`config.mk`:
```
export PLATFORM = sky130hd
export DESIGN_NAME = tdsag_back
export DESIGN_NICKNAME = d
export VERILOG_FILES = /design/src/design/tdsag_pkg.sv /design/src/design/tdsag_back.sv
export VERILOG_INCLUDE_DIRS = /design/src /design/src/design
export SDC_FILE = /design/constraint.sdc
export NUM_CORES = 1
export LEC_CHECK = 0
export BUFFER_PORTS_ARGS = -buffer_cell sky130_fd_sc_hd__buf_4
export CAP_MARGIN = 20
export CORE_MARGIN = 3
export CORE_UTILIZATION = 28
export CTS_BUF_LIST = sky130_fd_sc_hd__clkbuf_2 sky130_fd_sc_hd__clkbuf_4 sky130_fd_sc_hd__clkbuf_8
export DETAILED_ROUTE_END_ITERATION = 8
export PLACE_DENSITY = 0.55
export SLEW_MARGIN = 15
export SYNTH_ARGS = -nofsm -noshare
export SYNTH_HDL_FRONTEND = slang
export SYNTH_SLANG_ARGS = --single-unit
```
`constraint.sdc`:
```
create_clock -name clk -period 6.3 [get_ports clk]
set_input_delay 0 -clock clk [delete_from_list [all_inputs] [get_ports clk]]
set_output_delay 0 -clock clk [all_outputs]
set_load 0.01 [all_outputs]
```
`src/design/table_driven_swizzle_address_gen_assert.svh`:
```
// Assertion macros shared by the swizzle address generator modules.
// The macros expect signals named clk and rst_n in the using module.
`ifndef TABLE_DRIVEN_SWIZZLE_ADDRESS_GEN_ASSERT_SVH
`define TABLE_DRIVEN_SWIZZLE_ADDRESS_GEN_ASSERT_SVH
`ifndef NO_ASSERTIONS
`define TDSAG_ASSERT(lbl, prop, msg) \
  lbl: assert property (@(posedge clk) disable iff (!rst_n) prop) else $error(msg);
`define TDSAG_ASSERT_ALWAYS(lbl, prop, msg) \
  lbl: assert property (@(posedge clk) prop) else $error(msg);
`else
`define TDSAG_ASSERT(lbl, prop, msg)
`define TDSAG_ASSERT_ALWAYS(lbl, prop, msg)
`endif
`endif

```
`src/design/tdsag_pkg.sv`:
```
// Shared types, codes and sizes for the swizzle address generator.
// No dependencies.
`timescale 1ns / 1ps
package tdsag_pkg;

  localparam int TABLE_DEPTH_DEF = 256;
  localparam int ADDR_W          = 35;
  localparam int OFS_W           = 32;
  localparam int CNT_W           = 9;
  localparam int NUM_TABLES      = 4;

  // result queue depth, power of two
  localparam int QDEPTH = 4;
  localparam int QAW    = $clog2(QDEPTH);
  localparam int QCW    = $clog2(QDEPTH + 1);
  localparam int QSW    = QCW + 1;

  localparam logic CMD_LOAD    = 1'b0;
  localparam logic CMD_ADVANCE = 1'b1;

  localparam logic [1:0] TSEL_CHANNEL = 2'd0;
  localparam logic [1:0] TSEL_COLUMN  = 2'd1;
  localparam logic [1:0] TSEL_ROW     = 2'd2;
  localparam logic [1:0] TSEL_DEPTH   = 2'd3;

  localparam logic [2:0] CFG_DIRECTION    = 3'd0;
  localparam logic [2:0] CFG_ELEM_LOG2    = 3'd1;
  localparam logic [2:0] CFG_CHANNEL_CNT  = 3'd2;
  localparam logic [2:0] CFG_COLUMN_CNT   = 3'd3;
  localparam logic [2:0] CFG_ROW_CNT      = 3'd4;
  localparam logic [2:0] CFG_DEPTH_CNT    = 3'd5;

  typedef struct packed {
    logic       direction;
    logic [1:0] elem_log2;
  } cfg_t;

  typedef struct packed {
    logic       en;
    logic [1:0] sel;
  } ld_t;

  typedef struct packed {
    logic [2:0]        byte_cnt;
    logic [ADDR_W-1:0] lin;
    logic              last;
  } meta_t;

  typedef struct packed {
    logic  valid;
    meta_t meta;
  } issue_t;

  typedef struct packed {
    logic [ADDR_W-1:0] src;
    logic [ADDR_W-1:0] dst;
    logic              last;
  } res_t;

endpackage

```
`src/design/tdsag_back.sv`:
```
// Back end: offset sum, byte address forming, result queue and output register.
// Depends on tdsag_pkg and the assertion macro header.
`timescale 1ns / 1ps
`include "table_driven_swizzle_address_gen_assert.svh"
module tdsag_back import tdsag_pkg::*; (
  input  logic                           clk,
  input  logic                           rst_n,
  input  cfg_t                           cfg,
  input  issue_t                         iss,
  input  logic [NUM_TABLES-1:0][OFS_W-1:0] rd_data,
  output logic [QCW-1:0]                 q_count,
  output logic                           out_valid,
  input  logic                           out_stall,
  output logic [ADDR_W-1:0]              out_source_addr,
  output logic [ADDR_W-1:0]              out_dest_addr,
  output logic                           out_last
);

  logic [OFS_W-1:0]  sum;
  logic [ADDR_W-1:0] swz;
  res_t              res;

  res_t           fifo_r [QDEPTH];
  logic [QAW-1:0] wr_ptr_r, rd_ptr_r;
  logic [QCW-1:0] count_r, count_nxt;
  logic           push, pop;
  logic           out_valid_r, out_valid_nxt;
  res_t           out_r;

  assign sum = rd_data[0] + rd_data[1] + rd_data[2] + rd_data[3];
  assign swz = ADDR_W'(({3'b000, sum} << cfg.elem_log2) + ADDR_W'(iss.meta.byte_cnt));

  always_comb begin
    if (cfg.direction) begin
      res.src = iss.meta.lin;
      res.dst = swz;
    end else begin
      res.src = swz;
      res.dst = iss.meta.lin;
    end
    res.last = iss.meta.last;
  end

  assign push = iss.valid;
  assign pop  = (count_r != '0) && (!out_valid_r || !out_stall);

  always_comb begin
    case ({push, pop})
      2'b10:   count_nxt = count_r + QCW'(1);
      2'b01:   count_nxt = count_r - QCW'(1);
      default: count_nxt = count_r;
    endcase
    if (pop) begin
      out_valid_nxt = 1'b1;
    end else begin
      out_valid_nxt = out_valid_r && out_stall;
    end
  end

  always_ff @(posedge clk) begin
    if (!rst_n) begin
      wr_ptr_r    <= '0;
      rd_ptr_r    <= '0;
      count_r     <= '0;
      out_valid_r <= 1'b0;
    end else begin
      if (push) begin
        wr_ptr_r <= wr_ptr_r + QAW'(1);
      end
      if (pop) begin
        rd_ptr_r <= rd_ptr_r + QAW'(1);
      end
      count_r     <= count_nxt;
      out_valid_r <= out_valid_nxt;
    end
  end

  always_ff @(posedge clk) begin
    if (push) begin
      fifo_r[wr_ptr_r] <= res;
    end
    if (pop) begin
      out_r <= fifo_r[rd_ptr_r];
    end
  end

  assign q_count         = count_r;
  assign out_valid       = out_valid_r;
  assign out_source_addr = out_r.src;
  assign out_dest_addr   = out_r.dst;
  assign out_last        = out_r.last;

  `TDSAG_ASSERT(a_no_overflow, !(push && !pop && count_r == QCW'(QDEPTH)), "result queue overflow")
  `TDSAG_ASSERT(a_empty_ptrs, (count_r == '0) |-> (wr_ptr_r == rd_ptr_r), "queue pointers disagree with count")
  `TDSAG_ASSERT(a_push_fills, push |=> (count_r != '0 || out_valid_r), "pushed result lost")

endmodule

```
# Yosys cells after proc, flatten, opt, wreduce, memory -nomap -nowiden
# Memory sizes are Yosys's and may differ from the RTL's. A register that Yosys moved wholly into a read port is not among the register bits.
# Index checks and enable logic that the tools add are counted.
[word_totals]
ramBits = 284
elab_cells = 28
out_inout_bits = 75
memories = 1
regBits = 8
[classes]
n_reduce_logical = 7
muxes = 5
shift = 1
n_eq_ne = 2
addsub = 8
[memory_table]
columns = ["memory", "words", "width", "read_ports", "rd_clocked_by_memory_dff", "write_ports", "line_no", "rtl"]
rows = [
  ["fifo_r", 4, 71, 1, 1, 1, "tdsag_back.sv:23", "res_t fifo_r [QDEPTH];"],
]
[ops]
columns = ["cell", "count"]
rows = [
  ["adder 32 bit", 3],
  ["2-to-1 mux 70 bit", 1],
  ["adder 35 x 3 -> 35 bit", 1],
  ["left shift 32 x 2 -> 35 bit", 1],
  ["case mux 3 bit (2 select lines)", 1],
  ["adder 2 x 1 -> 2 bit (second input constant)", 2],
  ["adder 3 x 1 -> 3 bit (second input constant)", 1],
  ["2-to-1 mux 1 bit", 3],
  ["nonzero test 3 bit", 1],
  ["subtractor 3 x 1 -> 3 bit (second input constant)", 1],
  ["== test 2 x 1 -> 1 bit (second input constant)", 1],
  ["== test 2 bit (second input constant)", 1],
  ["logical AND 1 bit", 2],
  ["logical NOT 1 bit", 2],
  ["nonzero test 2 bit", 1],
  ["logical OR 1 bit", 1],
]

# Longest topological paths before layout
[logic_depth]
word_depth = 6
depth_mapped = 19
ltp_nobuf = 19

# Worst setup path after synthesis
# No wires, ideal clock.
[synth_path]
kind = "reg2reg"
start = "reg count_r[0] (netlist: q_count[0])"
end = "reg count_r[2] (netlist: q_count[2])"
arrival_time_ns = 5.756
setup_ns = 0.076
setup_slack_ns = 0.469
path_buffers = 0
path_stages_with_launch = 9
cell_sequence = "dfxtp_1 -> nor3_1 -> a21oi_1 -> ha_1 -> inv_1 -> fa_1 -> xor2_1 -> or3_1 -> a21boi_0"
[synth_between]
elab_chain_len = 4
elab_cells_between_ends = 8
[synth_rtl]
columns = ["element", "line_no", "rtl"]
rows = [
  ["start: declaration", "tdsag_back.sv:25", "logic [QCW-1:0] count_r, count_nxt;"],
  ["start signal: assignment", "tdsag_back.sv:73", "count_r <= count_nxt;"],
  ["nonzero test 3 bit *", "tdsag_back.sv:45", "assign pop = (count_r != '0) && (!out_valid_r || !out_stall);"],
  ["logical AND 1 bit *", "tdsag_back.sv:45", ""],
  ["via pop", "tdsag_back.sv:26", "logic push, pop;"],
  ["== test 2 x 1 -> 1 bit or == test 2 bit (tied branches)", "tdsag_back.sv:48", "case ({push, pop})"],
  ["case mux 3 bit (2 select lines) or nonzero test 2 bit (tied branches)", "--", ""],
]
# The timed path passes the listed nets; every way through them passes the cells marked *.
# A chain may end at the register's enable or synchronous reset.

==> impl_metrics.ini <==
[outcome]
status = completed

[synthesis]
ys_seq_area_frac = 0.556
netlist_instances = 1434
ys_types = 86
synth.avg_cell_area_um2 = 13.6
async_reset_ff_frac = 0
synth_area_um2 = 19500
ys.flop_type = edfxtp_1
synth_edf_count = 355
ys_ff_latch = 363
syn_nets = 1711
yosysWarnings = 0

[sta]
finClkSkew_ns = 0.0170
setup_viol = 0
hold_violations = 0
fin_tns_setup_ns = 0
fin_crit_sh = 0.775
fmax_mhz = 205
period_minus_slack_ns = 4.89
drv_slew = 0
rsz0062_at_grt = false
max_slew.worst_pin.slew_ns = 0.945
maxSlewHeadroom = 0.370

[placed_design]
hpwl_um = 37600
globalplace.congestion = 0.829
io_buffers = 248

[critical_path]
r2r_start = rd_ptr_r[0]$_SDFFE_PN0P_
startpoint = rd_data[7]
end_kind = flip-flop
cpPeakStageDelay_ns = 0.55
critical-path-slowest-cell = a31oi_1
crit_chain = buf_4 -> inv_1 -> fa_1 -> fa_1 -> inv_1 -> ha_1 -> a21oi_1 -> o21ai_0 -> a22oi_1 -> nand4_1 -> a311oi_1 -> nor4_1 -> a31oi_1 -> nand3b_1 -> nor2_1 -> a21o_1 -> a31oi_1
path_delay_family = compound AO/OA/AOI/OAI gates
worst-path-stages = 17
worst_r2r_path_depth = 2
cp.arrival_ns = 5.18
worst-path-buf-inv = 3
crit_type = primary input to flip-flop
required_ns = 6.60
start_kind = primary input
path_max_fanout = 10

[clocking]
cts_buffers = 54
post_cts_buffers = 0
path_clk_slew_ns = 0.07
hold_buffers = 41
cts_resized = 0
cts_buffer_depth = 3
htree_levels = 2
cts.sinks = 363
clkLatencyLatePin_ns = 0.60
cts_tree = done
cts-root-buf = clkbuf_8

[floorplanning]
die-area_um2 = 72700
chipWidth_um = 270
die_y_um = 270
start_util = 0.283
rows = 96
coreArea_um2 = 68700
ioPinCount = 249

[min_path]
holdPathStages = 3
hp-class = primary input to flip-flop
hold_path.startpoint = cfg[2]

[final_layout]
nets = 2013
fillCellCount = 6811
final_util = 0.347
drive_above_1_share = 0.278
area_growth_pct = 22.6

[global_route]
grtUsageTotal = 0.139
antenna_found_initial = 0
grt_pass1_wl_um = 78700
overflow = 0
grt_max_degree = 58
first_global_vias = 13000

[drt]
drtPass1Iterations = 5
avgViaCountPerCell = 4.65
wl_per_cell_um = 19.0
drt_wl_total_um = 51500
vias = 12600
drc = 0
drtIter0Drc = 824
ant_nets = 0

[pwr]
ir_worst_vdd_uv = 269
p_leak_nw = 9.02
p_per_area_nw_per_um2 = 394

[run]
maxCapViolCount = 0
[area by class of cell]
class                      instances  area [µm²]  share of cell area
sequential                       363       10800               0.454
multi-input combinational        816        7670               0.322
timing repair buffer             299        2350              0.0984
tap                              931        1160              0.0488
clock buffer                      67         847              0.0355
inverter                         202         758              0.0318
clock inverter                    32         228             0.00955
antenna                            1        2.50            0.000105
[layer usage]
metal,wire [µm],GRT usage,vias up
met5,0,0,-
met4,992,0.0345,0
met3,2110,0.0162,58
met2,25400,0.240,372
met1,23100,0.187,6275
li1,-,-,5908
[flip-flops by register name, summed over array words and instances (netlist names)]
name             flops
fifo_r             284
out_dest_addr       35
out_source_addr     35
q_count              3
rd_ptr_r             2
wr_ptr_r             2
out_last             1
out_valid            1
[placed cells by master (no fill, tap or decap), types with 7 or more instances in the layout]
cell type and n:
a211oi_1 11, dlygate4sd3_1 41, mux4_2 75, clkbuf_8 55, mux2_2 39, nor3_1 21, clkinv_1 16, nand3b_1 7
a31oi_1 15, buf_4 258, edfxtp_1 355, xor2_1 16, nor2_1 87, clkinv_2 11, nor4_1 10, a21oi_1 48
a21o_1 12, ha_1 39, nand4_1 18, o21ai_0 46, or3_1 11, and2_1 19, xnor2_1 34, o31ai_1 9
nand2_1 73, clkbuf_4 12, fa_1 64, nand3_1 20, inv_1 200, o211ai_1 9
[worst paths after layout]
| path | end | slack [ns] |
|---|---|---|
| max | fifo_r[3][30]$_DFFE_PP_ | 1.41 |
| min | fifo_r[2][32]$_DFFE_PP_ | 0.18 |
| max reg2reg | out_dest_addr[1]$_DFFE_PP_ | 3.67 |
| min reg2reg | out_valid$_SDFF_PN0_ | 0.53 |
[through the flow]
stage	total power [mW]	cell area, µm²	hold slack [ns]	std cells	setup slack (ns)
floorplan	6.09	19500	0.0989	1434	0.469
finish	9.40	23800	0.175	2711	1.41
CTS	9.56	23800	0.129	2710	1.52
detailed placement	7.61	22400	0.214	2570	0.864
global route	10.0	23800	0.157	2710	1.06
global placement	7.56	22400	0.202	2570	0.899
[logic make-up after synthesis]
family / after synthesis / synth area share
adder cells (fa/ha/maj): 103 / 0.0910
flip-flops: 363 / 0.556
XOR/XNOR: 50 / 0.0225
buffers and inverters: 255 / 0.0504
multiplexers: 120 / 0.113
AO/OA/AOI/OAI: 223 / 0.0795
AND/OR/NAND/NOR: 320 / 0.0879
[where the power goes]
part           internal [mW]  switching [mW]
Combinational           1.59            2.31
Clock                   1.01           0.886
Sequential              3.39           0.221
[synthesized netlist by cell type, drive strengths merged (7+ instances only)]
cell,n,area [µm²]
a31oi,15,93.8
mux2,39,439
a21o,12,90.1
dfxtp,8,160
clkbuf,30,113
a21oi,51,263
buf,23,109
xnor2,34,298
mux4,75,1690
ha,39,488
nor3,21,105
nand4,19,134
edfxtp,355,10700
fa,64,1280
nor2,88,333
o21ai,49,249
or3,12,80.1
o31ai,9,67.6
nor4,12,87.6
o211ai,9,67.6
nand2,73,274
inv,201,754
and2,23,144
a211oi,15,140
nand3b,7,52.6
nand3,20,100
xor2,16,140
[worst min-delay path: cells and delay by family]
kind / cells / cell delay [ns]
AOI/OAI and AO/OA: 1 / 0.08
buffers and inverters: 1 / 0.31
and+or+nand+nor: 1 / 0.18
No activity file was read; power rests on OpenSTA's default activity.
