**src/design/table_driven_swizzle_address_gen_assert.svh**
```systemverilog
// Assertion macros shared by the swizzle address generator modules.
// The macros expect signals named clk and rst_n in the using module.
`ifndef TABLE_DRIVEN_SWIZZLE_ADDRESS_GEN_ASSERT_SVH
`define TABLE_DRIVEN_SWIZZLE_ADDRESS_GEN_ASSERT_SVH
`ifndef NO_ASSERTIONS
`define TDSAG_ASSERT(lbl, prop, msg) \
  lbl: assert property (@(posedge clk) disable iff (!rst_n) prop) else $error(msg);
`define TDSAG_ASSERT_ALWAYS(lbl, prop, msg) \
  lbl: assert property (@(posedge clk) prop) else $error(msg);
`else
`define TDSAG_ASSERT(lbl, prop, msg)
`define TDSAG_ASSERT_ALWAYS(lbl, prop, msg)
`endif
`endif

```
**src/design/tdsag_pkg.sv**
```systemverilog
// Shared types, codes and sizes for the swizzle address generator.
// No dependencies.
`timescale 1ns / 1ps
package tdsag_pkg;

  localparam int TABLE_DEPTH_DEF = 256;
  localparam int ADDR_W          = 35;
  localparam int OFS_W           = 32;
  localparam int CNT_W           = 9;
  localparam int NUM_TABLES      = 4;

  // result queue depth, power of two
  localparam int QDEPTH = 4;
  localparam int QAW    = $clog2(QDEPTH);
  localparam int QCW    = $clog2(QDEPTH + 1);
  localparam int QSW    = QCW + 1;

  localparam logic CMD_LOAD    = 1'b0;
  localparam logic CMD_ADVANCE = 1'b1;

  localparam logic [1:0] TSEL_CHANNEL = 2'd0;
  localparam logic [1:0] TSEL_COLUMN  = 2'd1;
  localparam logic [1:0] TSEL_ROW     = 2'd2;
  localparam logic [1:0] TSEL_DEPTH   = 2'd3;

  localparam logic [2:0] CFG_DIRECTION    = 3'd0;
  localparam logic [2:0] CFG_ELEM_LOG2    = 3'd1;
  localparam logic [2:0] CFG_CHANNEL_CNT  = 3'd2;
  localparam logic [2:0] CFG_COLUMN_CNT   = 3'd3;
  localparam logic [2:0] CFG_ROW_CNT      = 3'd4;
  localparam logic [2:0] CFG_DEPTH_CNT    = 3'd5;

  typedef struct packed {
    logic       direction;
    logic [1:0] elem_log2;
  } cfg_t;

  typedef struct packed {
    logic       en;
    logic [1:0] sel;
  } ld_t;

  typedef struct packed {
    logic [2:0]        byte_cnt;
    logic [ADDR_W-1:0] lin;
    logic              last;
  } meta_t;

  typedef struct packed {
    logic  valid;
    meta_t meta;
  } issue_t;

  typedef struct packed {
    logic [ADDR_W-1:0] src;
    logic [ADDR_W-1:0] dst;
    logic              last;
  } res_t;

endpackage

```
**src/design/tdsag_front.sv**
```systemverilog
// Front end: config registers, input transfer decode, walk counters, table load/read issue.
// Depends on tdsag_pkg and the assertion macro header.
`timescale 1ns / 1ps
`include "table_driven_swizzle_address_gen_assert.svh"
module tdsag_front import tdsag_pkg::*; #(
  parameter int TABLE_DEPTH = TABLE_DEPTH_DEF,
  localparam int CW = (TABLE_DEPTH > 1) ? $clog2(TABLE_DEPTH) : 1
) (
  input  logic                       clk,
  input  logic                       rst_n,
  input  logic                       cfg_we,
  input  logic [2:0]                 cfg_index,
  input  logic [CNT_W-1:0]           cfg_wdata,
  input  logic                       in_valid,
  output logic                       in_stall,
  input  logic                       in_cmd,
  input  logic [1:0]                 in_table_select,
  input  logic [7:0]                 in_entry_index,
  input  logic [OFS_W-1:0]           in_entry_value,
  input  logic [QCW-1:0]             q_count,
  output cfg_t                       cfg_o,
  output ld_t                        ld_o,
  output logic [CW-1:0]              wr_addr,
  output logic [OFS_W-1:0]           wr_data,
  output logic                       rd_en,
  output logic [NUM_TABLES-1:0][CW-1:0] rd_addr,
  output issue_t                     iss_o
);

  localparam logic [12:0] TD13 = 13'(TABLE_DEPTH);

  logic             dir_r;
  logic [1:0]       elog2_r;
  logic [CNT_W-1:0] ch_cnt_r, co_cnt_r, ro_cnt_r, de_cnt_r;

  logic [2:0]        byte_r, byte_nxt;
  logic [CW-1:0]     ch_r, ch_nxt, co_r, co_nxt, ro_r, ro_nxt, de_r, de_nxt;
  logic [ADDR_W-1:0] lin_r, lin_nxt;
  issue_t            iss_r;

  logic          acc, adv, last;
  logic          c_byte, c_ch, c_co, c_ro, c_de;
  logic [2:0]    byte_fin;
  logic [CW-1:0] ch_fin, co_fin, ro_fin, de_fin;

  function automatic logic [CW-1:0] fin_of(input logic [CNT_W-1:0] n);
    logic [12:0] n13;
    n13 = {4'b0000, n};
    if (n13 == 13'd0) begin
      return '0;
    end else if (n13 > TD13) begin
      return CW'(TD13 - 13'd1);
    end else begin
      return CW'(n13 - 13'd1);
    end
  endfunction

  always_ff @(posedge clk) begin
    if (!rst_n) begin
      dir_r    <= 1'b0;
      elog2_r  <= 2'd0;
      ch_cnt_r <= 9'd1;
      co_cnt_r <= 9'd1;
      ro_cnt_r <= 9'd1;
      de_cnt_r <= 9'd1;
    end else if (cfg_we) begin
      case (cfg_index)
        CFG_DIRECTION:   dir_r    <= cfg_wdata[0];
        CFG_ELEM_LOG2:   elog2_r  <= cfg_wdata[1:0];
        CFG_CHANNEL_CNT: ch_cnt_r <= cfg_wdata;
        CFG_COLUMN_CNT:  co_cnt_r <= cfg_wdata;
        CFG_ROW_CNT:     ro_cnt_r <= cfg_wdata;
        CFG_DEPTH_CNT:   de_cnt_r <= cfg_wdata;
        default: ;
      endcase
    end
  end

  assign cfg_o.direction = dir_r;
  assign cfg_o.elem_log2 = elog2_r;

  // room for everything in flight, counted from registers only
  assign in_stall = (QSW'(q_count) + QSW'(iss_r.valid)) >= QSW'(QDEPTH);

  assign acc = in_valid && !in_stall;
  assign adv = acc && (in_cmd == CMD_ADVANCE);

  assign byte_fin = 3'((4'd1 << elog2_r) - 4'd1);
  assign ch_fin   = fin_of(ch_cnt_r);
  assign co_fin   = fin_of(co_cnt_r);
  assign ro_fin   = fin_of(ro_cnt_r);
  assign de_fin   = fin_of(de_cnt_r);

  assign c_byte = byte_r >= byte_fin;
  assign c_ch   = ch_r >= ch_fin;
  assign c_co   = co_r >= co_fin;
  assign c_ro   = ro_r >= ro_fin;
  assign c_de   = de_r >= de_fin;
  assign last   = c_byte && c_ch && c_co && c_ro && c_de;

  always_comb begin
    byte_nxt = byte_r;
    ch_nxt   = ch_r;
    co_nxt   = co_r;
    ro_nxt   = ro_r;
    de_nxt   = de_r;
    lin_nxt  = lin_r;
    if (adv) begin
      if (last) begin
        byte_nxt = '0;
        ch_nxt   = '0;
        co_nxt   = '0;
        ro_nxt   = '0;
        de_nxt   = '0;
        lin_nxt  = '0;
      end else begin
        lin_nxt  = lin_r + ADDR_W'(1);
        byte_nxt = c_byte ? 3'd0 : byte_r + 3'd1;
        if (c_byte) begin
          ch_nxt = c_ch ? '0 : ch_r + CW'(1);
          if (c_ch) begin
            co_nxt = c_co ? '0 : co_r + CW'(1);
            if (c_co) begin
              ro_nxt = c_ro ? '0 : ro_r + CW'(1);
              if (c_ro) begin
                de_nxt = c_de ? '0 : de_r + CW'(1);
              end
            end
          end
        end
      end
    end
  end

  always_ff @(posedge clk) begin
    if (!rst_n) begin
      byte_r      <= '0;
      ch_r        <= '0;
      co_r        <= '0;
      ro_r        <= '0;
      de_r        <= '0;
      lin_r       <= '0;
      iss_r.valid <= 1'b0;
    end else begin
      byte_r      <= byte_nxt;
      ch_r        <= ch_nxt;
      co_r        <= co_nxt;
      ro_r        <= ro_nxt;
      de_r        <= de_nxt;
      lin_r       <= lin_nxt;
      iss_r.valid <= adv;
      if (adv) begin
        iss_r.meta.byte_cnt <= byte_r;
        iss_r.meta.lin      <= lin_r;
        iss_r.meta.last     <= last;
      end
    end
  end

  assign iss_o = iss_r;

  assign ld_o.en  = acc && (in_cmd == CMD_LOAD) && ({5'b00000, in_entry_index} < TD13);
  assign ld_o.sel = in_table_select;
  assign wr_addr  = CW'(in_entry_index);
  assign wr_data  = in_entry_value;

  assign rd_en = adv;
  assign rd_addr[TSEL_CHANNEL] = ch_r;
  assign rd_addr[TSEL_COLUMN]  = co_r;
  assign rd_addr[TSEL_ROW]     = ro_r;
  assign rd_addr[TSEL_DEPTH]   = de_r;

  `TDSAG_ASSERT(a_last_clears, (adv && last) |=> (lin_r == '0 && byte_r == '0 && ch_r == '0 && co_r == '0 && ro_r == '0 && de_r == '0), "walk did not restart after last byte")
  `TDSAG_ASSERT(a_lin_step, (adv && !last) |=> (lin_r == ADDR_W'($past(lin_r) + ADDR_W'(1))), "linear address did not step")
  `TDSAG_ASSERT(a_issue, adv |=> iss_r.valid, "advance transfer not issued")

endmodule

```
**config.mk**
```make
export PLATFORM = sky130hd
export DESIGN_NAME = tdsag_front
export DESIGN_NICKNAME = d
export VERILOG_FILES = /design/src/design/tdsag_pkg.sv /design/src/design/tdsag_front.sv
export VERILOG_INCLUDE_DIRS = /design/src /design/src/design
export SDC_FILE = /design/constraint.sdc
export NUM_CORES = 1
export LEC_CHECK = 0
export ABC_CLOCK_PERIOD_IN_PS = 7600
export BUFFER_PORTS_ARGS = -buffer_cell sky130_fd_sc_hd__buf_2
export CAP_MARGIN = 20
export CORE_AREA = 8 8 124 126
export CTS_CLUSTER_DIAMETER = 60
export DETAILED_ROUTE_END_ITERATION = 8
export DIE_AREA = 0 0 132 134
export PLACE_DENSITY_LB_ADDON = 0.3
export SLEW_MARGIN = 5
export SYNTH_ARGS = -nofsm -noshare
export SYNTH_HDL_FRONTEND = slang
export SYNTH_SLANG_ARGS = --single-unit
```
**constraint.sdc**
```tcl
create_clock -name clk -period 7.6 [get_ports clk]
set_input_delay 1.9 -clock clk [delete_from_list [all_inputs] [get_ports clk]]
set_output_delay 1.9 -clock clk [all_outputs]
set_load 0.02 [all_outputs]
```
# Word level (Yosys, flattened, before mapping)
# Index checks and enable logic that the tools add are counted.
# classes
n_addsub	12
order_cmp	10
eq_ne	5
shift	1
muxes	29
bitwise_logic	1
n_reduce_logical	28
# op_table
operator	n
8-bit two-way mux	26
9-bit greater-than comparator (second input constant)	4
9-bit zero test	4
35-bit by 1-bit adder with 35-bit output (second input constant)	1
35-bit two-way mux	1
8-bit by 1-bit adder with 8-bit output (second input constant)	4
8-bit greater-or-equal comparator	4
8-bit by 1-bit subtractor with 8-bit output (second input constant)	4
2-bit AND reduction	8
2-bit nonzero test	4
1-bit logical AND	7
3-bit by 2-bit == test with 1-bit output (second input constant)	2
3-bit == test (second input constant)	2
3-bit two-way mux	2
5-bit AND reduction	1
3-bit by 1-bit adder with 4-bit output	1
4-bit by 3-bit greater-or-equal comparator with 1-bit output (second input constant)	1
4-bit AND reduction	1
3-bit by 1-bit adder with 3-bit output (second input constant)	1
3-bit by 1-bit == test with 1-bit output (second input constant)	1
3-bit greater-or-equal comparator	1
3-bit zero test	1
3-bit AND reduction	1
1-bit by 2-bit left shift with 3-bit output (first input constant)	1
other kinds (3)	3
# word_totals
regBits	149
input_bits	62
elab_cells	102

# Logic depth before layout (Yosys ltp)
# Gate-level depths: netlist of run 1.
# depth
depth_word	10
ltp_mapped	17
mapped_depth_nobuf	15

# Least setup slack after synthesis of run 1
# No wires, ideal clock.
# synth_timing
path_kind	in2out
startpoint	in q_count[2]
endpoint	out rd_en
t_arrival_ps	2828
t_required_ps	5700
slack_ps	2872
path_stages	4
path_buffers	1
path_cell_list	and3b_1 > nand2_1 > inv_1 > buf_1
# synth_between
elab_chain_len	5
# synth_rtl
item	line	rtl
start, declared	tdsag_front.sv:20	input logic [QCW-1:0] q_count,
3-bit by 1-bit adder with 4-bit output	tdsag_front.sv:83	assign in_stall = (QSW'(q_count) + QSW'(iss_r.valid)) >= QSW'(QDEPTH);
4-bit by 3-bit greater-or-equal comparator with 1-bit output	tdsag_front.sv:83	
1-bit zero test	tdsag_front.sv:85	assign acc = in_valid && !in_stall;
1-bit logical AND	tdsag_front.sv:85	
1-bit logical AND	tdsag_front.sv:86	assign adv = acc && (in_cmd == CMD_ADVANCE);
end, declared	tdsag_front.sv:25	output logic rd_en,
# No other way between the ends.

# Final worst setup path of run 1
# Ends and elaborated chain as after synthesis.

==> results by group, run 1 <==
Synth
  – Largest cells by area after synthesis: sky130_fd_sc_hd__dfxtp_1 28%, sky130_fd_sc_hd__edfxtp_1 15%, sky130_fd_sc_hd__ha_1 7.3%
  – Biggest area consumer among synthesized cells: sky130_fd_sc_hd__dfxtp_1
  – Most frequent cell after synthesis: sky130_fd_sc_hd__nand2_1
  – Fraction of post-synthesis cell area in the top cell type by area: 28.4%
  – Fraction of the yosys area taken by sequential cells: 43.4%
  – Yosys Warn Count: 0
  – Dominant register cell in the synthesized netlist: sky130_fd_sc_hd__dfxtp_1
  – Most numerous cell types in the synthesized netlist: 145 x sky130_fd_sc_hd__nand2_1, 110 x sky130_fd_sc_hd__dfxtp_1, 90 x sky130_fd_sc_hd__nor2_1
  – Post-synthesis net count: 1008
  – Synth cell types: 56
  – Post-Syn Instances: 901
  – Syn avg cell area: 8.62 µm²
  – Post-Syn Area: 0.00776 mm²
  – Number of register bits inferred by synthesis: 149
  – Number of synthesized flops with an enable pin: 39
  – Proportion of register bits with asynchronous set or reset after synthesis: 0%

Floorplan
  – Cell row count: 43
  – Die H: 134 µm
  – Number of primary I/O pins: 182
  – Area of the core: 0.0135 mm²
  – Effective utilization at floorplan: 57.5%
  – Area enclosed by the die boundary: 0.0177 mm²
  – Horizontal extent of the die: 132 µm

Worst setup path
  – Standard cell with the maximum stage delay on the critical path: sky130_fd_sc_hd__inv_1
  – Critical path launch point type: input port
  – Crit path max-delay family: buffers and inverters
  – Cell seen most often among critical-path stages: sky130_fd_sc_hd__buf_2
  – Slowest cell delay on critical path: 0.37 ns
  – Crit-path max FO: 14
  – Required time of the critical path: 5.70 ns
  – CP endpoint kind: output pin
  – Buffer and inverter count on the worst path: 3
  – Setup CP Type: in -> out
  – Ordered cell list for the critical path: buf_2 -> and3b_1 -> nand2_1 -> inv_1 -> buf_2
  – Data arrival, critical path: 3.09 ns

Finish
  – Nets@finish: 1059
  – Share of post-route cells with drive strength above 1: 15.3%
  – Post-route cell area: 0.00871 mm²
  – Filler instances: 1137
  – Number of diodes added for antenna fixing: 0
  – Sequential standard cell area: 0.00337 mm²
  – Area added between synthesis and finish: 12.2%
  – Area of the multi-input gates: 0.00388 mm²

Hold path
  – Worst hold path class: reg -> reg

Placed design
  – Gpl congestion: 0.841
  – Port Buf Inserts: 97
  – Area after DPL: 0.00810 mm²
  – Total half-perimeter wirelength after legalization and detailed placement: 11600 µm

GRT
  – Number of global-route vias before repair: 5856
  – Maximum number of pins on one net before global-route repair: 70
  – Antenna violations before repair: 0
  – Total gr overflow: 0
  – Global-route usage over all layers: 19.1%
  – Wire length of the first global-routing pass: 27800 µm

Power
  – Peak supply drop: 130 µV
  – Areal power density over the cells: 208 mW/mm²
  – Static leakage: 3.41 nW

Detailed routing
  – Remaining DRCs: 0
  – Wire length per cell: 14.3 µm
  – Number of DRC violations after detailed-routing iteration 0: 380
  – Number of vias per cell: 5.49
  – Final WL: 16400 µm
  – Overall via count from detail_route: 6288
  – 1st-pass router iterations: 4
  – Remaining number of nets flagged by the antenna check after routing: 0

CTS
  – Hold buffer count at cts: 0
  – Clock latency on the worst-skew pair: 0.43 ns
  – Clock root cell: sky130_fd_sc_hd__clkbuf_16
  – PostCTS Resize Cnt: 0
  – Level count of the clock H-tree: 4
  – Clock transition at the registers of the reported paths: 0.06 ns
  – Postcts setup bufs: 0
  – CTS tree: done
  – Clock Tree Buf Depth: 2
  – Clock sink total: 149
  – Number of buffers created by CTS: 17

Timing
  – Fmax: 200 MHz
  – Final-report hold violation count: 0
  – Slew at the pin closest to its max-slew limit: 0.960 ns
  – Final period utilization: 65.7%
  – Rel. slew slack: 35.5%
  – Setup TNS: 0 ns
  – Max-slew violation count: 0
  – RSZ-0062 raised after global routing: no
  – Final setup viols: 0
  – Shortest period the worst path allows: 4.99 ns
  – Layout Skew: 0.00605 ns

Outcome
  – Run status: finished clean

Job
  – Max-cap violations: 0
cell type report:
cell class              instances  share of cell area, %
repair buffers                104                   6.32
multi-input cells             656                   44.5
flip-flops and latches        149                   38.7
clock inverters                12                   1.77
well taps                     180                   2.59
clock buffers                  20                   5.02
inverters                      24                   1.03
state kept, by name, indices dropped and copies added, names as in the netlist, 3 cells and up:
name and flops:
iss_o 40, lin_r 35, ch_cnt_r 9, co_cnt_r 9, de_cnt_r 9, ro_cnt_r 9
ch_r 8, co_r 8, de_r 8, ro_r 8, byte_r 3
where the power goes:
part,total (mW),switching [mW],internal (mW)
clock network,0.842,0.326,0.516
registers,0.826,0.00767,0.819
logic,0.146,0.0962,0.0500
total,1.81,0.430,1.38
cells by family after synthesis:
logic type	Yosys count	synth area share [%]
and+or+nand+nor	392	24.1
adders and majority gates	46	7.38
xor gates and xnor gates	45	5.08
DFF	149	43.4
buffers and inverters	96	6.82
AOI/OAI and AO/OA	171	12.9
muxes	2	0.274
metal layers:
layer / up-vias / global-route usage [%] / share of wire, %
li1: 3222 / - / -
met1: 2880 / 23.8 / 45
met2: 161 / 30.3 / 47
met3: 25 / 5.31 / 5.5
met4: 0 / 8.17 / 2.2
met5: - / 0 / 0
stage by stage:
| step | setup slack, ns | hold WS (ns) | instances | power [mW] | util, % |
|---|---|---|---|---|---|
| 3_3_place_gp | 2.61 | 0.443 | 1112 | 0.987 | 60.0 |
| 5_1_grt | 2.48 | 0.488 | 1145 | 1.88 | 64.5 |
| 6_report | 2.61 | 0.474 | 1145 | 1.81 | 64.5 |
| 4_1_cts | 2.58 | 0.469 | 1144 | 1.83 | 64.3 |
| 3_5_place_dp | 2.58 | 0.453 | 1112 | 0.989 | 60.0 |
| 2_1_floorplan | 2.87 | 0.428 | 901 | 0.978 | - |
layout by cell type, fill, tap and decap left out, types with 9 or more instances in the layout:
master,Yosys,final
sky130_fd_sc_hd__xnor2_1,19,19
sky130_fd_sc_hd__dfxtp_1,110,110
sky130_fd_sc_hd__ha_1,45,45
sky130_fd_sc_hd__nand2_1,145,145
sky130_fd_sc_hd__nand2b_1,18,18
sky130_fd_sc_hd__and3_1,12,12
sky130_fd_sc_hd__xor2_1,26,26
sky130_fd_sc_hd__o21ai_0,37,37
sky130_fd_sc_hd__o22ai_1,10,10
sky130_fd_sc_hd__buf_2,6,97
sky130_fd_sc_hd__or3_1,17,17
sky130_fd_sc_hd__nor3_1,17,17
sky130_fd_sc_hd__nand4_1,9,9
sky130_fd_sc_hd__edfxtp_1,39,39
sky130_fd_sc_hd__clkbuf_16,0,17
sky130_fd_sc_hd__a21oi_1,81,81
sky130_fd_sc_hd__inv_1,24,23
sky130_fd_sc_hd__nor2_1,90,89
sky130_fd_sc_hd__nand3_1,34,34
sky130_fd_sc_hd__nor3b_1,9,9
sky130_fd_sc_hd__a211oi_1,11,11
final timing paths:
kind / start / endpoint / slack [ns] / cells past startpoint
max: q_count[2] / rd_en / 2.61 / 5
min: lin_r[34] / iss_o[35] / 0.47 / 0
max reg2reg: ro_cnt_r[2] / lin_r[14] / 3.46 / 15
min reg2reg: lin_r[34] / iss_o[35] / 0.47 / 0
worst reg2reg max path: stages (launching register included):
cell and delay, ns:
sky130_fd_sc_hd__dfxtp_1 0.36, sky130_fd_sc_hd__nor4_1 0.40, sky130_fd_sc_hd__nand2b_1 0.14, sky130_fd_sc_hd__nor3b_1 0.70, sky130_fd_sc_hd__nand2_1 0.11, sky130_fd_sc_hd__nand2_1 0.09
sky130_fd_sc_hd__o21ai_0 0.08, sky130_fd_sc_hd__ha_1 0.30, sky130_fd_sc_hd__nand2b_1 0.14, sky130_fd_sc_hd__a2111o_1 0.41, sky130_fd_sc_hd__a31oi_1 0.17, sky130_fd_sc_hd__buf_4 0.19
sky130_fd_sc_hd__nand2b_1 0.45, sky130_fd_sc_hd__o31ai_4 0.11, sky130_fd_sc_hd__buf_4 0.26, sky130_fd_sc_hd__nor2_1 0.18
(Power assumes the default switching activity.)
==> run 2, diff against run 1 <==
--- a/config.mk
+++ b/config.mk
@@ -6,13 +6,13 @@
 export SDC_FILE = /design/constraint.sdc
 export NUM_CORES = 1
 export LEC_CHECK = 0
-export ABC_CLOCK_PERIOD_IN_PS = 7600
+export ABC_CLOCK_PERIOD_IN_PS = 4900
 export BUFFER_PORTS_ARGS = -buffer_cell sky130_fd_sc_hd__buf_2
 export CAP_MARGIN = 20
-export CORE_AREA = 8 8 124 126
+export CORE_AREA = 8 8 129 131
 export CTS_CLUSTER_DIAMETER = 60
 export DETAILED_ROUTE_END_ITERATION = 8
-export DIE_AREA = 0 0 132 134
+export DIE_AREA = 0 0 137 139
 export PLACE_DENSITY_LB_ADDON = 0.3
 export SLEW_MARGIN = 5
 export SYNTH_ARGS = -nofsm -noshare
==> constraint.sdc (replaced) <==
create_clock -name clk -period 4.9 [get_ports clk]
set_input_delay 1.225 -clock clk [delete_from_list [all_inputs] [get_ports clk]]
set_output_delay 1.225 -clock clk [all_outputs]
set_load 0.02 [all_outputs]
==> results by group, run 2 (synthesis results as in run 1) <==
GRT
  – Total gr overflow: 0 (unchanged)
  – Antenna violations before repair: 0 (unchanged)
  – Global-route usage over all layers: 17.6% (was 19.1%)
  – Number of global-route vias before repair: 5772 (was 5856)
  – Maximum number of pins on one net before global-route repair: 41 (was 70)
  – Wire length of the first global-routing pass: 27600 µm (was 27800 µm)

Detailed routing
  – Number of vias per cell: 5.43 (was 5.49)
  – 1st-pass router iterations: 5 (was 4)
  – Number of DRC violations after detailed-routing iteration 0: 346 (was 380)
  – Final WL: 16500 µm (was 16400 µm)
  – Remaining DRCs: 0 (unchanged)
  – Remaining number of nets flagged by the antenna check after routing: 0 (unchanged)
  – Overall via count from detail_route: 6266 (was 6288)
  – Wire length per cell: 14.3 µm (about the same)

Finish
  – Commonest non-fill, non-tap cells in the layout: 145 x sky130_fd_sc_hd__nand2_1, 110 x sky130_fd_sc_hd__dfxtp_1, 97 x sky130_fd_sc_hd__buf_2 (unchanged)
  – Number of flip-flops in the largest register: 40 (unchanged)
  – Post-route cell area: 0.00868 mm² (was 0.00871 mm²)
  – Most common library cell in the layout ignoring fill and taps: sky130_fd_sc_hd__nand2_1 (unchanged)
  – Nets@finish: 1059 (unchanged)
  – Finished Core Util: 58.8% (was 64.5%)
  – Area added between synthesis and finish: 11.8% (was 12.2%)
  – Share of post-route cells with drive strength above 1: 15.6% (was 15.3%)
  – Number of diodes added for antenna fixing: 0 (unchanged)

Timing
  – Final period utilization: 80.4%
  – Final setup viols: 0 (unchanged)
  – Slew at the pin closest to its max-slew limit: 0.945 ns (was 0.960 ns)
  – Hold_ws: 0.459 ns (was 0.474 ns)
  – Rel. slew slack: 36.5% (was 35.5%)
  – Shortest period the worst path allows: 3.94 ns
  – Setup TNS: 0 ns (unchanged)
  – Layout Skew: 0.00823 ns (was 0.00605 ns)
  – Fmax: 254 MHz
  – Final-report hold violation count: 0 (unchanged)
  – Max-slew violation count: 0 (unchanged)
  – RSZ-0062 raised after global routing: no (unchanged)

Floorplan
  – Area of the core: 0.0148 mm² (was 0.0135 mm²)
  – Effective utilization at floorplan: 52.6% (was 57.5%)
  – Horizontal extent of the die: 137 µm (was 132 µm)
  – Area enclosed by the die boundary: 0.0190 mm² (was 0.0177 mm²)
  – Cell row count: 45 (was 43)
  – Number of primary I/O pins: 182 (unchanged)
  – Die H: 139 µm (was 134 µm)

Worst setup path
  – Critical path launch point type: flop (was input port)
  – CP endpoint kind: flop (was output pin)
  – Crit-path max FO: 34 (was 14)
  – Data arrival, critical path: 4.23 ns (was 3.09 ns)
  – Required time of the critical path: 5.19 ns (was 5.70 ns)
  – Setup CP Type: reg -> reg (was in -> out)

Placed design
  – Area after DPL: 0.00811 mm² (was 0.00810 mm²)
  – Port Buf Inserts: 97 (unchanged)
  – Gpl congestion: 0.805 (was 0.841)
  – Total half-perimeter wirelength after legalization and detailed placement: 12200 µm (was 11600 µm)

CTS
  – PostCTS Resize Cnt: 0 (unchanged)
  – Postcts setup bufs: 0 (unchanged)
  – Hold buffer count at cts: 0 (unchanged)
  – Clock Tree Buf Depth: 2 (unchanged)
  – Number of buffers created by CTS: 17 (unchanged)
  – Clock sink total: 149 (unchanged)
  – Clock root cell: sky130_fd_sc_hd__clkbuf_16 (unchanged)
  – Level count of the clock H-tree: 4 (unchanged)
  – Clock transition at the registers of the reported paths: 0.07 ns (was 0.06 ns)
  – Clock latency on the worst-skew pair: 0.42 ns (was 0.43 ns)
  – CTS tree: done (unchanged)

Job
  – Max-cap violations: 0 (unchanged)

Outcome
  – Run status: finished clean (unchanged)

Power
  – Areal power density over the cells: 316 mW/mm² (was 208 mW/mm²)
  – Static leakage: 3.40 nW (was 3.41 nW)
  – Peak supply drop: 247 µV (was 130 µV)

Hold path
  – Worst hold path class: reg -> reg (unchanged)
-- run 2: cell count changes in the layout (fill, tap and decap cells not counted) --
cell / change
sky130_fd_sc_hd__clkbuf_1: -3
sky130_fd_sc_hd__clkinv_4: +2
sky130_fd_sc_hd__buf_12: -1
sky130_fd_sc_hd__clkinv_2: -2
sky130_fd_sc_hd__buf_4: +1
sky130_fd_sc_hd__inv_6: +5
sky130_fd_sc_hd__clkinvlp_4: -2
sky130_fd_sc_hd__clkinv_8: +1
sky130_fd_sc_hd__inv_8: +2
sky130_fd_sc_hd__bufinv_16: -3
-- run 2: layout make-up --
type / count / area (µm²)
Multi-Input combinational cell: 656 / 3880
Fill cell: 1374 / 6070
Timing Repair Buffer: 104 / 538
Clock inverter: 15 / 139
Tap cell: 188 / 235
Sequential cell: 149 / 3370
Inverter: 24 / 90.1
Clock buffer: 17 / 425
-- run 2: path summary, 6_finish.rpt --
path          startpoint         to  slack [ns]  cells after the start
min reg2reg    lin_r[34]  iss_o[35]        0.46                      0
max reg2reg  ch_cnt_r[3]  lin_r[23]        0.96                     14
max          ch_cnt_r[3]  lin_r[23]        0.96                     14
min            lin_r[34]  iss_o[35]        0.46                      0
-- run 2: per-stage QoR --
stage	power (mW)	instances	worst slack (ns)
6_report	2.74	1153	0.958
4_1_cts	2.77	1153	0.993
3_5_place_dp	1.54	1121	1.02
5_1_grt	2.85	1153	0.539
3_3_place_gp	1.53	1121	1.09
2_1_floorplan	1.52	901	1.05
-- run 2: power breakdown --
| group | switching, mW | internal (mW) | total, mW | leakage, nW |
|---|---|---|---|---|
| registers | 0.0122 | 1.27 | 1.28 | 1.31 |
| logic | 0.149 | 0.0793 | 0.228 | 1.81 |
| clock network | 0.560 | 0.671 | 1.23 | 0.277 |
-- run 2: routing by layer --
layer	share of wire [%]	routed length [µm]	vias to the layer above	GRT usage, %
met4	1.2	196	0	6.06
met2	47	7690	141	27.8
met1	46	7540	2886	22.6
met3	6.6	1090	16	4.57
li1	-	-	3223	-
met5	0	0	-	0
-- run 2: worst max-delay path: stages (launching register included) --
cell and delay [ns]:
sky130_fd_sc_hd__dfxtp_1 0.35, sky130_fd_sc_hd__nor3_1 0.27, sky130_fd_sc_hd__nand3b_1 0.20, sky130_fd_sc_hd__nor3_1 0.57, sky130_fd_sc_hd__nand2_1 0.11, sky130_fd_sc_hd__nand2_1 0.08, sky130_fd_sc_hd__o21ai_0 0.08, sky130_fd_sc_hd__ha_1 0.30
sky130_fd_sc_hd__nand2b_1 0.09, sky130_fd_sc_hd__a2111o_1 0.16, sky130_fd_sc_hd__a31o_2 0.26, sky130_fd_sc_hd__nand3_1 0.51, sky130_fd_sc_hd__o31ai_4 0.36, sky130_fd_sc_hd__buf_4 0.38, sky130_fd_sc_hd__nor2_1 0.10
==> run 3, diff against run 2 <==
--- a/config.mk
+++ b/config.mk
@@ -6,13 +6,14 @@
 export SDC_FILE = /design/constraint.sdc
 export NUM_CORES = 1
 export LEC_CHECK = 0
-export ABC_CLOCK_PERIOD_IN_PS = 4900
+export ABC_AREA = 1
+export ABC_CLOCK_PERIOD_IN_PS = 3400
 export BUFFER_PORTS_ARGS = -buffer_cell sky130_fd_sc_hd__buf_2
 export CAP_MARGIN = 20
-export CORE_AREA = 8 8 129 131
+export CORE_AREA = 8 8 139 141
 export CTS_CLUSTER_DIAMETER = 60
 export DETAILED_ROUTE_END_ITERATION = 8
-export DIE_AREA = 0 0 137 139
+export DIE_AREA = 0 0 147 149
 export PLACE_DENSITY_LB_ADDON = 0.3
 export SLEW_MARGIN = 5
 export SYNTH_ARGS = -nofsm -noshare
==> constraint.sdc (replaced) <==
create_clock -name clk -period 3.4 [get_ports clk]
set_input_delay 0.85 -clock clk [delete_from_list [all_inputs] [get_ports clk]]
set_output_delay 0.85 -clock clk [all_outputs]
set_load 0.02 [all_outputs]
==> results by group, run 3 <==
Power
  – Areal power density over the cells: 457 mW/mm² (was 316 mW/mm²)
  – Static leakage: 4.35 nW (was 3.40 nW)
  – Power spent charging and discharging nets: 1.14 mW (was 721 µW)
  – Power after layout: 4.28 mW (was 2.74 mW)
  – Peak supply drop: 468 µV (was 247 µV)
  – Internal: 3.14 mW (was 2.02 mW)
  – Sequential share of power: 44.2% (was 46.8%)
  – Comb power frac: 12.2% (was 8.3%)
  – Relative contribution of the clock network to total power: 43.7% (was 44.9%)
  – Switching share of total power: 26.6% (was 26.3%)

Synth
  – Fraction of post-synthesis cell area in the top cell type by area: 26.4% (was 28.4%)
  – Synth cell types: 44 (was 56)
  – Dominant register cell in the synthesized netlist: sky130_fd_sc_hd__dfxtp_1 (unchanged)
  – Largest cells by area after synthesis: sky130_fd_sc_hd__dfxtp_1 26%, sky130_fd_sc_hd__edfxtp_1 14%, sky130_fd_sc_hd__nand2_1 7.6% (was sky130_fd_sc_hd__dfxtp_1 28%, sky130_fd_sc_hd__edfxtp_1 15%, sky130_fd_sc_hd__ha_1 7.3%)
  – Number of register bits inferred by synthesis: 149 (unchanged)
  – Fraction of the yosys area taken by sequential cells: 40.5% (was 43.4%)
  – Number of synthesized flops with an enable pin: 39 (unchanged)
  – Proportion of register bits with asynchronous set or reset after synthesis: 0% (unchanged)
  – Post-synthesis net count: 1189 (was 1008)
  – Yosys Warn Count: 0 (unchanged)
  – Most numerous cell types in the synthesized netlist: 169 x sky130_fd_sc_hd__nand2_1, 155 x sky130_fd_sc_hd__nor2_1, 139 x sky130_fd_sc_hd__inv_1 (was 145 x sky130_fd_sc_hd__nand2_1, 110 x sky130_fd_sc_hd__dfxtp_1, 90 x sky130_fd_sc_hd__nor2_1)
  – Post-Syn Area: 0.00834 mm² (was 0.00776 mm²)
  – Biggest area consumer among synthesized cells: sky130_fd_sc_hd__dfxtp_1 (unchanged)
  – Syn avg cell area: 7.70 µm² (was 8.62 µm²)
  – Post-Syn Instances: 1082 (was 901)
  – Most frequent cell after synthesis: sky130_fd_sc_hd__nand2_1 (unchanged)

Timing
  – Max-slew violation count: 0 (unchanged)
  – Rel. slew slack: 56.5% (was 36.5%)
  – Final setup viols: 0 (unchanged)
  – Slew at the pin closest to its max-slew limit: 0.653 ns (was 0.945 ns)
  – Final worst setup slack: 0.399 ns (was 0.958 ns)
  – Setup TNS: 0 ns (unchanged)
  – Final period utilization: 88.3% (was 80.4%)
  – RSZ-0062 raised after global routing: no (unchanged)
  – Shortest period the worst path allows: 3.00 ns (was 3.94 ns)
  – Layout Skew: 0.0119 ns (was 0.00823 ns)
  – Hold_ws: 0.460 ns (was 0.459 ns)
  – Final-report hold violation count: 0 (unchanged)
  – Fmax: 333 MHz (was 254 MHz)

Worst setup path
  – Setup CP Type: reg -> reg (unchanged)
  – Crit-path max FO: 16 (was 34)
  – Ordered cell list for the critical path: inv_1 -> ha_1 -> nand2_1 -> nor3_2 -> a21oi_1 -> a21oi_1 -> o21ai_0 -> nand2_1 -> ha_1 -> nand2_2 -> nor2_4 -> nand4_2 -> nand3_4 -> nand2_4 -> nor2_4 -> nand3_4 -> buf_4 -> inv_1 -> nor2_1 (was nor3_1 -> nand3b_1 -> nor3_1 -> nand2_1 -> nand2_1 -> o21ai_0 -> ha_1 -> nand2b_1 -> a2111o_1 -> a31o_2 -> nand3_1 -> o31ai_4 -> buf_4 -> nor2_1)
  – Required time of the critical path: 3.71 ns (was 5.19 ns)
  – CP endpoint kind: flop (unchanged)
  – Slowest cell delay on critical path: 0.36 ns (was 0.57 ns)
  – Data arrival, critical path: 3.31 ns (was 4.23 ns)
  – Stages on worst setup path: 19 (was 14)
  – Critical path launch point type: flop (unchanged)
  – Buffer and inverter count on the worst path: 3 (was 1)
  – Standard cell with the maximum stage delay on the critical path: sky130_fd_sc_hd__a21oi_1 (was sky130_fd_sc_hd__nor3_1)
  – Crit path max-delay family: simple AND/OR/NAND/NOR gates (unchanged)
  – Count of cells along the worst register-to-register path: 19 (was 14)

Placed design
  – Port Buf Inserts: 97 (unchanged)
  – Minimum setup slack after placement: 0.314 ns (was 1.02 ns)
  – Gpl congestion: 0.849 (was 0.805)
  – Area after DPL: 0.00875 mm² (was 0.00811 mm²)
  – Total half-perimeter wirelength after legalization and detailed placement: 13700 µm (was 12200 µm)
  – Placed instance count: 1349 (was 1121)

GRT
  – Global-route usage over all layers: 17.1% (was 17.6%)
  – Total gr overflow: 0 (unchanged)
  – Antenna violations before repair: 0 (unchanged)
  – Wire length of the first global-routing pass: 30800 µm (was 27600 µm)
  – Maximum number of pins on one net before global-route repair: 70 (was 41)
  – Number of global-route vias before repair: 6515 (was 5772)

Detailed routing
  – Final WL: 18400 µm (was 16500 µm)
  – Number of vias per cell: 5.03 (was 5.43)
  – Overall via count from detail_route: 6943 (was 6266)
  – 1st-pass router iterations: 6 (was 5)
  – Remaining DRCs: 0 (unchanged)
  – Number of DRC violations after detailed-routing iteration 0: 432 (was 346)
  – Remaining number of nets flagged by the antenna check after routing: 0 (unchanged)
  – Wire length per cell: 13.4 µm (was 14.3 µm)

Floorplan
  – Horizontal extent of the die: 147 µm (was 137 µm)
  – Die H: 149 µm (was 139 µm)
  – Area of the core: 0.0171 mm² (was 0.0148 mm²)
  – Area enclosed by the die boundary: 0.0219 mm² (was 0.0190 mm²)
  – Cell row count: 48 (was 45)
  – Number of primary I/O pins: 182 (unchanged)
  – Effective utilization at floorplan: 48.9% (was 52.6%)

Finish
  – Finished Core Util: 54.8% (was 58.8%)
  – Most common library cell in the layout ignoring fill and taps: sky130_fd_sc_hd__nand2_1 (unchanged)
  – Number of flip-flops in the largest register: 40 (unchanged)
  – Number of diodes added for antenna fixing: 0 (unchanged)
  – Share of post-route cells with drive strength above 1: 16.0% (was 15.6%)
  – Area added between synthesis and finish: 12.1% (was 11.8%)
  – Nets@finish: 1250 (was 1059)
  – Filler instances: 1632 (was 1374)
  – Commonest non-fill, non-tap cells in the layout: 169 x sky130_fd_sc_hd__nand2_1, 154 x sky130_fd_sc_hd__nor2_1, 139 x sky130_fd_sc_hd__inv_1 (was 145 x sky130_fd_sc_hd__nand2_1, 110 x sky130_fd_sc_hd__dfxtp_1, 97 x sky130_fd_sc_hd__buf_2)
  – Count of placed standard cells in the final layout, fillers left out: 1381 (was 1153)
  – Post-route cell area: 0.00935 mm² (was 0.00868 mm²)

Job
  – Max-cap violations: 0 (unchanged)

CTS
  – Number of buffers created by CTS: 17 (unchanged)
  – Clock Tree Buf Depth: 2 (unchanged)
  – Hold buffer count at cts: 0 (unchanged)
  – Clock sink total: 149 (unchanged)
  – Postcts setup bufs: 0 (unchanged)
  – PostCTS Resize Cnt: 0 (unchanged)
  – Clock root cell: sky130_fd_sc_hd__clkbuf_16 (unchanged)
  – CTS tree: done (unchanged)
  – Level count of the clock H-tree: 4 (unchanged)
  – Clock latency on the worst-skew pair: 0.42 ns (about the same)
  – Clock transition at the registers of the reported paths: 0.06 ns (was 0.07 ns)

Hold path
  – Worst hold path class: reg -> reg (unchanged)
  – Depth of the worst hold-timing path: 0 (unchanged)

Outcome
  – Run status: finished clean (unchanged)
-- run 3: final cells by class --
| type | instances | area (µm²) | area share, % |
|---|---|---|---|
| clock buffer | 19 | 443 | 4.74 |
| clock inverter | 13 | 146 | 1.57 |
| inverter | 144 | 541 | 5.78 |
| multi-input combinational | 725 | 4010 | 42.9 |
| sequential | 149 | 3370 | 36.1 |
| tap | 225 | 282 | 3.01 |
| timing repair buffer | 106 | 553 | 5.92 |
-- run 3: path summary, 6_finish.rpt --
path,start,end,slack [ns]
min,lin_r[34],iss_o[35],0.46
min reg2reg,lin_r[34],iss_o[35],0.46
max reg2reg,ro_cnt_r[0],lin_r[20],0.40
max,ro_cnt_r[0],lin_r[20],0.40
-- run 3: logic make-up after synthesis --
| kind of cell | after synthesis | share of synthesized area [%] |
|---|---|---|
| flops | 149 | 40.5 |
| xor+xnor | 33 | 3.47 |
| simple gates | 464 | 25.8 |
| buf+inv | 208 | 11.7 |
| compound gates | 183 | 11.9 |
| fa+ha+maj | 45 | 6.75 |
-- run 3: routing by layer --
layer  GRT usage [%]  up-vias  wire length (µm)
met5               0        -                 0
met4            5.15        0               200
met3            5.04       20               936
met2            29.5      142              8920
met1            20.3     3151              8380
li1                -     3630                 -
-- run 3: power groups by stage --
| stage | sequential [mW] | combinational [mW] | clock, mW |
|---|---|---|---|
| 2_1_floorplan | 1.94 | 0.428 | 0 |
| 3_3_place_gp | 1.92 | 0.515 | 0 |
| 3_5_place_dp | 1.93 | 0.522 | 0 |
| 4_1_cts | 1.89 | 0.526 | 1.90 |
| 5_1_grt | 1.89 | 0.594 | 1.98 |
| 6_report | 1.89 | 0.520 | 1.87 |
